File: src/design/mcfd_fb_ram.sv
`timescale 1ns / 1ps

module mcfd_fb_ram #(
    parameter int DEPTH = 64,
    parameter int WIDTH = 64,
    parameter int AW    = $clog2(DEPTH)
) (
    input  logic             clk,
    input  logic             rd_en,
    input  logic [AW-1:0]    rd_addr,
    output logic [WIDTH-1:0] rd_data,
    input  logic             wr_en,
    input  logic [AW-1:0]    wr_addr,
    input  logic [WIDTH-1:0] wr_data
);

    logic [WIDTH-1:0] mem [DEPTH];

    always_ff @(posedge clk)
    begin
        if (wr_en)
        begin
            mem[wr_addr] <= wr_data;
        end
    end

    always_ff @(posedge clk)
    begin
        if (rd_en)
        begin
            rd_data <= mem[rd_addr];
        end
    end

endmodule

File: config.mk
export PLATFORM = sky130hd
export DESIGN_NAME = mcfd_fb_ram
export DESIGN_NICKNAME = d
export VERILOG_FILES = /design/src/design/mcfd_fb_ram.sv
export SDC_FILE = /design/constraint.sdc
export NUM_CORES = 2
export LEC_CHECK = 0
export ABC_AREA = 1
export BUFFER_PORTS_ARGS = -buffer_cell sky130_fd_sc_hd__buf_2
export CAP_MARGIN = 20
export CORE_MARGIN = 2
export CORE_UTILIZATION = 40
export CTS_CLUSTER_DIAMETER = 80
export DETAILED_ROUTE_END_ITERATION = 10
export GPL_TIMING_DRIVEN = 1
export PLACE_DENSITY = 0.6
export SETUP_SLACK_MARGIN = 0.3
export SLEW_MARGIN = 10
export SYNTH_ARGS = -nofsm -noshare
export SYNTH_HDL_FRONTEND = slang
export SYNTH_SLANG_ARGS = --single-unit
File: constraint.sdc
create_clock -name clk -period 19.29 [get_ports clk]
set_input_delay 0.9645 -clock clk [delete_from_list [all_inputs] [get_ports clk]]
set_output_delay 0.9645 -clock clk [all_outputs]
set_load 0.02 [all_outputs]
* After elaboration in Yosys (flattened, before gate mapping)
Memory sizes are Yosys's and may differ from the RTL's. A register that Yosys moved wholly into a read port is not among the register bits. Index checks and enable logic that the tools add are counted.
Storage, ports and cells: register bits 0, latch bits 0, memory bits (writable) 4096, ROM bits 0, input port bits 79, output and inout bits 64, logic and storage cells 3, memories 1
Memory list:
- mem | depth 64, bits a word 64, rd ports 1, clocked after Yosys merged registers in 1, wr ports 1, line 17 | logic [WIDTH-1:0] mem [DEPTH];
Operators by class: add/sub/neg operators 0, multiply operators 0, div/mod/pow operators 0, order comparisons 0, eq/ne operators 0, shift-type cells 0, multiplexer cells 2, bitwise gates (word level) 0, reductions and logical operators 0
Operator list (number):
- 1-bit 2-to-1 mux | 2

* Logic depth before layout (Yosys ltp)
depth after elaboration 2, mapped depth 13, mapped depth without buffers 9

* Worst setup path after synthesis
OpenSTA, ideal clock, no wires.
path type input -> register, start point input port wr_en, end point memory mem[48][0], enable pin, library setup time 0.646 ns, arrival 7.600 ns, required time 18.644 ns, setup slack 11.044 ns, stages on the path 3, path buffers 1, cell sequence clkbuf_1 > nand4_1 > nor4_1
Between the ends: word-level cells in the longest chain between the ends 2
RTL lines:
- start, declared | line 12 | input logic wr_en,
- 1-bit 2-to-1 mux | line 21 | if (wr_en)
- 1-bit 2-to-1 mux (not written as such) | line 23 | mem[wr_addr] <= wr_data;
- end, declared | line 17
Every way passes these cells.

==> summary.md <==
| Metric | Value |
|---|---|
| Status | `completed` |
| Yosys warning count | `0` |
| Clk pwr share | `0.416` |
| Antenna Nets Post-Route | `0` |
| Sink Count | `4160` |
| Peak VDD IR | `0.0720 mV` |
| Yosys cell types | `15` |
| Combinational fraction of design power | `0.057` |
| Clk_lat worst skew | `990 ps` |
| Post-Synthesis Cells | `13405` |
| Pwr dens | `about 100 nW/um^2` |
| Die area | `420000 um^2` |
| # setup viols final | `0` |
| Core area | `413000 um^2` |
| Total CTS buffers | `410` |
| Crit path kind | `input port to flop` |
| Max cap viols | `0` |
| Nets@finish | `about 13000` |
| Fillcell total | `between 30000 and 40000` |
| Placer's final routability congestion estimate | `0.787` |
| Internal | `14800 uW` |
| GRT Overall Usage | `0.244` |
| Pin count of the biggest net entering global routing | `262` |
| Total gr overflow | `0` |
| Final clock skew | `41.4 ps` |
| Initial Utilization | `0.402` |
| Relative slew slack | `0.180` |
| WHS | `318 ps` |
| Post-synth top area cell | `edfxtp_1` |
| Min Tclk post-route | `5630 ps` |
| DRT Wirelength | `~520000 um` |
| Post-CTS Setup Inserts | `0` |
| F_max | `0.178 GHz` |
| I/O pins | `143` |
| Vias in the first global route | `101353` |
| Crit path DAT | `~6400 ps` |
| Synth top area share | `0.753` |
| R2R Setup Slk | `17170 ps` |
| Post-CTS resize count | `0` |
| Average size of a mapped cell | `12.4 um^2` |
| Area Overhead vs Synth | `11.5%` |
| Ratio of cells with drive above 1 in the final layout | `0.0767` |
| Post-synthesis sequential area ratio | `0.753` |
| Crit path required time | `20020 ps` |
| Die Height | `648 um` |
| Detailed Route Iter0 Violations | `between 10000 and 15000` |
| DR pass1 iterations | `8` |
| R2r endpoint | `rd_data[16]$_DFFE_PP_` |
| Sequential power share | `0.527` |
| Final Hold Fails | `0` |
| Worst Hold Class | `input port to flop` |
| Area of the multi-input gates | `36600 um^2` |
| I/O Buffers | `142` |
| Total negative slack | `0 ps` |
| Synthesized area | `166000 um^2` |
| Critical path startpoint | `rd_addr[1]` |
| Max-slew violations | `0` |
| Final period util | `0.292` |
| Worst hold path startpoint | `wr_data[44]` |
| Crit-path max FO | `67` |
| Crit path launch type | `input port` |
| Actual slew at the worst max-slew pin | `~1200 ps` |
| DRC viols | `0` |
| Number of synthesized register bits | `around 4200` |
| Leakage power | `between 0.06 and 0.07 uW` |
| H-tree levels | `5` |
| DR WL/cell | `about 27 um` |
| Nature of the critical path endpoint | `flop` |
| Clk root buf | `clkbuf_16` |
| Hpwl dp | `250000 um` |
| R2R cell count | `8` |
| Clock transition at the registers of the reported paths | `60 ps` |
| RR Startpoint | `mem[1][16]$_DFFE_PP_` |
| Site Rows | `236` |
| RSZ-0062 raised after global routing | `false` |
| Worst Hold Path Cells | `1` |
| Switching share of power | `0.227` |
| Vias | `109226` |
| Top post-synthesis cells by area | `edfxtp_1 75%, nand3_1 12%, nand2_1 10%` |
| Cts hold-fix bufs | `0` |
| Global-route wire length before repair | `about 740000 um` |
| WHS Endpoint | `mem[60][44]$_DFFE_PP_` |
| Chip width | `648 um` |
| Psw | `4330 uW` |
| CTS tree | `done` |
| DR vias/cell | `5.70` |
| Syn nets | `around 13000` |
| Initial antenna violation count | `48` |
| Register area | `125000 um^2` |
| Maximum clock insertion buffer count | `4` |
## layout by cell type (no fill, tap or decap)
| cell | instances |
|---|---|
| nand2_1 | 4416 |
| edfxtp_1 | 4160 |
| nand3_1 | 3847 |
| clkbuf_16 | 417 |
| buf_4 | 215 |
| buf_2 | 135 |
| clkinv_1 | 96 |
| clkinv_2 | 78 |
| clkbuf_1 | 75 |
| nor2_4 | 56 |
| buf_12 | 39 |
| bufinv_16 | 38 |
| diode_2 | 33 |
| inv_6 | 15 |
| clkinvlp_4 | 14 |
| nand4_1 | 9 |
| inv_16 | 8 |
| nor4_2 | 8 |
| inv_1 | 6 |
| buf_16 | 6 |
| clkinv_16 | 4 |
| buf_8 | 4 |
| inv_8 | 3 |
| clkinv_8 | 3 |
| clkinv_4 | 3 |
| buf_6 | 1 |
## critical path: stages
cell     delay (ps)
buf_8           290
buf_4           810
buf_4           790
buf_4           800
buf_4           820
buf_4           790
nand3_1         150
nand3_1         130
nand3_1         130
nand3_1         190
nand2_1          70
nand2_1          90
nand2_1          60
## cell type report
cell class / instances / area share
tap: 5474 / 0.0370
multi-input combinational: 8336 / 0.198
clock inverter: 256 / 0.0132
inverter: 12 / 0.000568
antenna: 33 / 0.000446
timing repair buffer: 400 / 0.0179
clock buffer: 492 / 0.0579
sequential: 4160 / 0.675
## power groups by stage
stage / Combinational, uW / Clock, uW / Sequential, uW
6_report: 1080 / 7950 / 10100
2_1_floorplan: 618 / 0 / 10300
5_1_grt: 1170 / 8340 / 10100
3_5_place_dp: 1060 / 0 / 10300
4_1_cts: 1060 / 8010 / 10100
3_3_place_gp: 1050 / 0 / 10300
## per-stage QoR
step                power [uW]  worst slack, ps  cell area (um^2)  cells  utilization
floorplan                10900            11040            166000  13405            -
CTS                      19100            13820            184000  19109        0.447
detailed placement       11300            12780            171000  18361        0.415
global route             19600            13470            185000  19142        0.448
finish                   19100            13660            185000  19163        0.448
global placement         11300            12750            171000  18357        0.415
## cell usage after synthesis
cell,instances
nand2_1,4416
nor4_1,8
edfxtp_1,4160
buf_8,3
nand4_1,9
buf_1,72
inv_4,2
inv_2,2
buf_2,501
nand3_1,3847
nor2_1,56
buf_4,134
clkbuf_1,147
buf_6,40
inv_1,8
## state kept, by name, indices dropped and copies added, names as in the netlist
signal / count
mem: 4096
rd_data: 64
## metal layers
metal	vias up	global-route usage	wire, um
li1	47789	-	-
met3	1047	0.0379	49900
met4	14	0.0880	20900
met2	5780	0.396	245000
met5	-	0	100
met1	54596	0.333	208000
## logic make-up (layout without fill, tap and decap cells)
kind of cell | count (synthesis) | count (layout) | share of synthesized area
simple gates | 8336 | 8336 | 0.218
flops | 4160 | 4160 | 0.753
buf+inv | 909 | 1160 | 0.0294
other cells | 0 | 33 | 0
## worst max path at each step
stage	to	slack (ps)	cells past startpoint
after floorplan	mem[48][0]$_DFFE_PP_	11040	3
after global placement	rd_data[45]$_DFFE_PP_	12750	13
after detailed placement	rd_data[45]$_DFFE_PP_	12780	13
after CTS	rd_data[35]$_DFFE_PP_	13820	13
after global routing	rd_data[35]$_DFFE_PP_	13470	13
final	rd_data[45]$_DFFE_PP_	13660	13
(Power assumes the default switching activity.)
