File: src/design/mcfd_pkg.sv
`timescale 1ns / 1ps

package mcfd_pkg;

    localparam int GRID_SIZE = 64;
    localparam int IN_W      = 6;
    localparam int ROW_W     = $clog2(GRID_SIZE);
    // signed circle coordinate: center plus or minus radius, with room for GRID_SIZE 256
    localparam int COORD_W   = 10;
    localparam int D_W       = 12;

    localparam logic CMD_DRAW = 1'b0;
    localparam logic CMD_READ = 1'b1;

    typedef logic signed [COORD_W-1:0] coord_t;

    typedef enum logic [2:0] {
        ST_CLEAR,
        ST_IDLE,
        ST_DRAW,
        ST_DRAIN,
        ST_RD_DATA
    } state_t;

    // one row group: two symmetric points that share a framebuffer row
    typedef struct packed {
        logic   valid;
        logic   last;
        coord_t row;
        coord_t col_a;
        coord_t col_b;
    } grp_t;

    function automatic coord_t widen(logic [IN_W-1:0] v);
        return coord_t'({{(COORD_W-IN_W){1'b0}}, v});
    endfunction

    function automatic logic coord_ok(coord_t c);
        return !c[COORD_W-1] && (c[COORD_W-2:0] < (COORD_W-1)'(GRID_SIZE));
    endfunction

endpackage

File: src/design/mcfd_octant_step.sv
`timescale 1ns / 1ps

module mcfd_octant_step (
    input  logic                     clk,
    input  logic                     rst_n,
    input  logic                     start,
    input  logic [mcfd_pkg::IN_W-1:0] row,
    input  logic [mcfd_pkg::IN_W-1:0] col,
    input  logic [mcfd_pkg::IN_W-1:0] radius,
    output mcfd_pkg::grp_t           grp
);
    import mcfd_pkg::*;

    logic                  active_reg, active_next;
    logic [1:0]            sel_reg, sel_next;
    logic [IN_W-1:0]       x_reg, x_next;
    logic [IN_W-1:0]       y_reg, y_next;
    logic signed [D_W-1:0] d_reg, d_next;
    logic [IN_W-1:0]       cr_reg, cr_next;
    logic [IN_W-1:0]       cc_reg, cc_next;

    logic [IN_W-1:0]       a_val;
    logic [IN_W-1:0]       b_val;
    logic                  more;
    logic [IN_W-1:0]       x_inc;
    logic [IN_W-1:0]       y_dec;

    // groups 0,1 use row center +/- x, groups 2,3 row center +/- y
    assign a_val = sel_reg[1] ? y_reg : x_reg;
    assign b_val = sel_reg[1] ? x_reg : y_reg;
    assign more  = x_reg < y_reg;
    assign x_inc = x_reg + 1'b1;
    assign y_dec = y_reg - 1'b1;

    always_comb
    begin
        grp.valid = active_reg;
        grp.last  = active_reg && (sel_reg == 2'd3) && !more;
        grp.row   = sel_reg[0] ? (widen(cr_reg) - widen(a_val))
                               : (widen(cr_reg) + widen(a_val));
        grp.col_a = widen(cc_reg) + widen(b_val);
        grp.col_b = widen(cc_reg) - widen(b_val);
    end

    always_comb
    begin
        active_next = active_reg;
        sel_next    = sel_reg;
        x_next      = x_reg;
        y_next      = y_reg;
        d_next      = d_reg;
        cr_next     = cr_reg;
        cc_next     = cc_reg;
        if (start)
        begin
            active_next = 1'b1;
            sel_next    = 2'd0;
            x_next      = '0;
            y_next      = radius;
            d_next      = D_W'(1) - D_W'(radius);
            cr_next     = row;
            cc_next     = col;
        end
        else if (active_reg)
        begin
            sel_next = sel_reg + 2'd1;
            if (sel_reg == 2'd3)
            begin
                if (more)
                begin
                    x_next = x_inc;
                    if (d_reg < 0)
                    begin
                        d_next = d_reg + D_W'({x_inc, 1'b1});
                    end
                    else
                    begin
                        y_next = y_dec;
                        d_next = d_reg + ((D_W'(x_inc) - D_W'(y_dec)) <<< 1) + D_W'(1);
                    end
                end
                else
                begin
                    active_next = 1'b0;
                end
            end
        end
    end

    always_ff @(posedge clk or negedge rst_n)
    begin
        if (!rst_n)
        begin
            active_reg <= 1'b0;
            sel_reg    <= 2'd0;
        end
        else
        begin
            active_reg <= active_next;
            sel_reg    <= sel_next;
        end
    end

    always_ff @(posedge clk)
    begin
        x_reg  <= x_next;
        y_reg  <= y_next;
        d_reg  <= d_next;
        cr_reg <= cr_next;
        cc_reg <= cc_next;
    end

endmodule

File: config.mk
export PLATFORM = sky130hd
export DESIGN_NAME = mcfd_octant_step
export DESIGN_NICKNAME = d
export VERILOG_FILES = /design/src/design/mcfd_pkg.sv /design/src/design/mcfd_octant_step.sv
export SDC_FILE = /design/constraint.sdc
export NUM_CORES = 1
export LEC_CHECK = 0
export BUFFER_PORTS_ARGS = -buffer_cell sky130_fd_sc_hd__buf_2
export CAP_MARGIN = 20
export CORE_MARGIN = 2
export CORE_UTILIZATION = 49
export CTS_CLUSTER_SIZE = 24
export DETAILED_ROUTE_END_ITERATION = 10
export PLACE_DENSITY_LB_ADDON = 0.08
export REMOVE_ABC_BUFFERS = 1
export SLEW_MARGIN = 20
export SYNTH_ARGS = -nofsm -noshare
export SYNTH_HDL_FRONTEND = slang
export SYNTH_SLANG_ARGS = --single-unit
File: constraint.sdc
create_clock -name clk -period 9.34 [get_ports clk]
set_input_delay 1.401 -clock clk [delete_from_list [all_inputs] [get_ports clk]]
set_output_delay 1.401 -clock clk [all_outputs]
set_load 0.02 [all_outputs]
Yosys cells after proc, flatten, opt, wreduce, memory -nomap -nowiden
Index checks and enable logic that the tools add are counted.
W data, S select, Z words.
{"block": "word_totals", "out_inout_bits": 32, "input_bits": 21, "wordCells": 51, "ff_bits": 39}
{"block": "classes", "n_reduce_logical": 9, "muxes": 19, "addsub": 12, "magnitude_cmp": 2, "n_eq_ne": 2}
{"cell": "$mux W12", "n": 5}
{"cell": "$mux W6", "n": 7}
{"cell": "$sub A6 B6 Y7", "n": 3}
{"cell": "$add A6 B6 Y7", "n": 2}
{"cell": "$add A12 B1 Y12 const B", "n": 1}
{"cell": "$add A12 B12 Y12", "n": 1}
{"cell": "$add A12 B7 Y12", "n": 1}
{"cell": "$lt A12 B1 Y1 const B", "n": 1}
{"cell": "$mux W10", "n": 1}
{"cell": "$sub A1 B6 Y7 const A", "n": 1}
{"cell": "$add A6 B1 Y6 const B", "n": 1}
{"cell": "$lt A6 B6 Y1", "n": 1}
{"cell": "$reduce_and A3 Y1", "n": 2}
{"cell": "$reduce_bool A2 Y1", "n": 3}
{"cell": "$sub A6 B1 Y6 const B", "n": 1}
{"cell": "$mux W1", "n": 4}
{"cell": "$mux W2", "n": 2}
{"cell": "$reduce_and A4 Y1", "n": 1}
{"cell": "$add A2 B1 Y2 const B", "n": 1}
{"cell": "$eq A2 B2 Y1 const B", "n": 1}
{"cell": "$logic_and A1 B1 Y1", "n": 2}
{"cell": "$ne A2 B2 Y1 const B", "n": 1}
{"cell": "$logic_not A1 Y1", "n": 1}

Logic depth before layout (Yosys ltp)
{"block": "depth", "ltp_word": 9, "depth_mapped": 15, "depth_no_buf": 15}

Worst setup path after synthesis
Ideal clock, no wire load.
{"block": "synth_path", "path_type": "reg2out", "start": "register sel_reg[1]", "end": "output port grp[26] in the netlist's numbering", "required_time_ns": 7.939, "stages_incl_launch_ff": 10, "arrival_time_ns": 2.522, "setup_slack_ns": 5.417, "path_cell_list": "dfrtp_1 -> clkbuf_1 -> mux2i_1 -> ha_1 -> inv_1 -> o21bai_1 -> a21o_1 -> a21o_1 -> a21oi_1 -> o21bai_1"}
{"item": "from (decl)", "line": "mcfd_octant_step.sv:15", "source": "logic [1:0] sel_reg, sel_next;"}
{"item": "from (signal assigned)", "line": "mcfd_octant_step.sv:100", "source": "sel_reg <= sel_next;"}
{"item": "to (decl)", "line": "mcfd_octant_step.sv:10", "source": "output mcfd_pkg::grp_t grp"}

==> PnR_summary.wiki <==
{| class="wikitable"
! Metric !! Value
|-
| Netlist area before placement || 0.00407 mm²
|-
| Final GP Congestion || 0.807
|-
| Crit Path Category || flop to output pin
|-
| Async SR Flop Fraction || 7.69%
|-
| Crit start category || flop
|-
| Via count of the first global-routing pass || 3058
|-
| Post-Place Worst Slack || 5.20 ns
|-
| CTS tree || built
|-
| Antenna cell count || 0
|-
| Headroom to the max-slew limit || 47.5%
|-
| Setup repair after global routing missed its margin || false
|-
| Routed Antenna Nets || 0
|-
| Synthesized-area fraction occupied by and/or/nand/nor cells || 11.8%
|-
| Area of the placeable core || 0.00813 mm²
|-
| Synth top area cells || sky130_fd_sc_hd__edfxtp_1, sky130_fd_sc_hd__ha_1, sky130_fd_sc_hd__xnor2_1
|-
| Number of endpoints failing setup at the final stage || 0
|-
| Number of placement rows || 33
|-
| Maximum root-to-sink buffer count || 2
|-
| Total length of routed wires || 8.50 mm
|-
| Top-level I/O count || 53
|-
| Adder-cell share of the synthesized area || 21.2%
|-
| Clk_lat worst skew || 0.30 ns
|-
| Total of flip-flops plus latches after synthesis || 39
|-
| Starting density of the core || 50.0%
|-
| Commonest cells in the synthesized netlist || sky130_fd_sc_hd__ha_1, sky130_fd_sc_hd__inv_1, sky130_fd_sc_hd__edfxtp_1
|-
| Clock slew seen by the registers of the worst setup and hold paths || 0.08 ns
|-
| Status || finished clean
|-
| Number of clock sinks || 39
|-
| Prevailing post-synth register cell || sky130_fd_sc_hd__edfxtp_1
|-
| Multiplexer share of the synthesized area || 5.07%
|-
| Post-CTS Setup Repair Bufs || 0
|-
| DRC violations left || 0
|-
| Highest cell delay on the worst timing path || 0.84 ns
|-
| Worst setup slack after layout || 4.85 ns
|-
| TritonCTS Buffers || 5
|-
| CTS resizes || 0
|-
| Final worst path period need || 4.49 ns
|-
| Period Utilization, post-route || 48.0%
|-
| Yosys warns || 0
|-
| Critical Path RT || 7.94 ns
|-
| Chip width || 95.1 µm
|-
| Pleak || 2.07 nW
|-
| Top-area cell type share of the netlist area || 22.1%
|-
| Ratio of cells with drive above 1 in the final layout || 15.3%
|-
| Arrival @ worst endpoint || 3.08 ns
|-
| Combined buffer and inverter count along the critical path || 2
|-
| Initial antenna violation count || 0
|-
| Final hold violation count || 0
|-
| Power density normalized to cell area || 162 mW/mm²
|-
| Port Buf Inserts || 49
|-
| Cell family with the largest share of critical-path delay || flip-flops
|-
| CTS Root Buffer Type || sky130_fd_sc_hd__clkbuf_8
|-
| Maximum number of pins on one net before global-route repair || 52
|-
| Drt pass-1 iters || 4
|-
| Combinational family with the most area after synthesis || adder cells
|-
| Instance count of the mapped netlist || 433
|-
| Max_cap viols || 0
|-
| Net total in the final layout || 554
|-
| Top achievable clock speed || 223 MHz
|-
| Layout-stage area growth over the synthesis result || 8.58%
|-
| Fraction of the mapped netlist area in compound gates || 17.2%
|-
| Max stage delay cell, worst path || sky130_fd_sc_hd__dfrtp_1
|-
| Overall global routing resource usage || 20.5%
|-
| Area leader, netlist || sky130_fd_sc_hd__edfxtp_1
|-
| Overall die area || 0.00905 mm²
|-
| Detailed placer's ending HPWL || 6.65 mm
|-
| Synth unique cells || 52
|-
| Count of hold-fix buffers inserted at cts || 0
|-
| Maximum fanout along the worst path || 21
|-
| Maximum clock skew at final layout || 0.00850 ns
|-
| Most frequent cell after synthesis || sky130_fd_sc_hd__ha_1
|-
| Transition time of the tightest slew-check pin || 0.781 ns
|-
| Post-synthesis xor/xnor area fraction || 10.8%
|-
| Chip Height || 95.1 µm
|-
| Mean instance size in the synthesized netlist || 9.40 µm²
|-
| CP endpoint kind || output pin
|-
| Detail-routed via count per cell || 5.31
|-
| H-tree depth reported by CTS || 2
|-
| Number of flip-flops under the largest register name || 12
|-
| Sequential fraction of the synthesis area || 26.9%
|-
| Vias post-DR || 3061
|-
| Setup Total Neg Slack || 0 ns
|-
| Aggregate global routing overflow || 0
|-
| Pins over their slew limit || 0
|-
| Wire length per cell || 14.8 µm
|-
| Max VDD drop || 0.0000598 V
|-
| Kind of path behind the tightest hold check || flop to flop
|-
| Cell breakdown of the critical path || mux2i_1 > inv_1 > ha_1 > o21bai_1 > a21oi_1 > o21bai_1 > a21oi_1 > xor2_1 > mux2i_1 > buf_2
|-
| First-pass GRT wire length || 14.5 mm
|-
| DRT iter0 DRCs || 83
|-
| Post-synth EDFFs || 30
|}
==> power by group <==
group	switching (W)	leakage, nW	internal [W]	total, W
logic	0.000211	1.65	0.000158	0.000369
registers	0.0000203	0.375	0.000207	0.000228
clock network	0.0000666	0.0422	0.0000527	0.000119
total	0.000298	2.07	0.000418	0.000716
==> layer usage <==
metal / up-vias / global-route usage (%) / share of wire [%]
met5: - / 0 / 0
met4: 0 / 4.23 / 1.0
met3: 10 / 3.32 / 3.0
met2: 50 / 34.2 / 46
met1: 1430 / 28.2 / 50
li1: 1571 / - / -
==> through the flow <==
stage               hold WS, ns  area (µm²)  total power (W)  util, %  std cells
floorplan                 0.528        3950         0.000507        -        413
global placement          0.557        4340         0.000596     53.3        568
detailed placement        0.589        4340         0.000601     53.3        568
CTS                       0.601        4420         0.000723     54.3        576
global route              0.625        4420         0.000777     54.3        576
finish                    0.597        4420         0.000716     54.3        576
==> worst register-to-register path, stage by stage (launching register included) <==
cell and delay, ns:
sky130_fd_sc_hd__edfxtp_1 0.47, sky130_fd_sc_hd__inv_1 0.12, sky130_fd_sc_hd__ha_1 0.35, sky130_fd_sc_hd__fa_1 0.44, sky130_fd_sc_hd__a21o_1 0.18, sky130_fd_sc_hd__maj3_2 0.33
sky130_fd_sc_hd__maj3_2 0.34, sky130_fd_sc_hd__a21oi_4 0.23, sky130_fd_sc_hd__ha_1 0.32, sky130_fd_sc_hd__a21o_1 0.20, sky130_fd_sc_hd__a2111o_1 0.40, sky130_fd_sc_hd__o221ai_1 0.18
sky130_fd_sc_hd__or3_1 0.14, sky130_fd_sc_hd__o2111ai_1 0.12
==> cell type report <==
| type | count | area [µm²] |
|---|---|---|
| clock buffers | 7 | 76.3 |
| inverters | 42 | 158 |
| clock inverters | 1 | 5.00 |
| repair buffers | 50 | 253 |
| well taps | 105 | 131 |
| flip-flops and latches | 39 | 1100 |
| multi-input cells | 332 | 2700 |
| fillers | 749 | 3710 |
==> path summary, 6_finish.rpt <==
kind	from	end	slack (ns)	depth (start not counted)
hold reg to reg	x_reg[1]	x_reg[1]	0.60	2
min in group asynchronous	rst_n	sel_reg[0]	0.88	1
hold / removal	x_reg[1]	x_reg[1]	0.60	2
setup / recovery	sel_reg[1]	grp[25]	4.85	10
setup reg to reg	y_reg[0]	d_reg[11]	5.24	13
max in group asynchronous	rst_n	sel_reg[1]	8.36	1
==> logic make-up (layout without fill, tap and decap cells) <==
family,count (synthesis),after routing
AO/OA/AOI/OAI,103,103
XOR/XNOR,47,47
adder cells (fa/ha/maj),65,65
buffers and inverters,64,100
flip-flops,39,39
multiplexers,20,20
other,1,3
AND/OR/NAND/NOR,94,94
==> placed cells by master (no fill, tap or decap), drive strengths merged, types with 4 or more instances in the layout <==
master   n
ha      56
buf     50
inv     42
xnor2   31
edfxtp  30
nor2    29
a21oi   24
a21o    21
nand2   19
xor2    16
mux2i   15
o21ai   14
o21a    12
nand2b  10
o21bai  10
nor2b    7
fa       7
clkbuf   7
dfxtp    6
mux2     5
or3      5
nand3    5
o31ai    4
o221ai   4
nor3     4
Power figures use the tool's default switching activity.
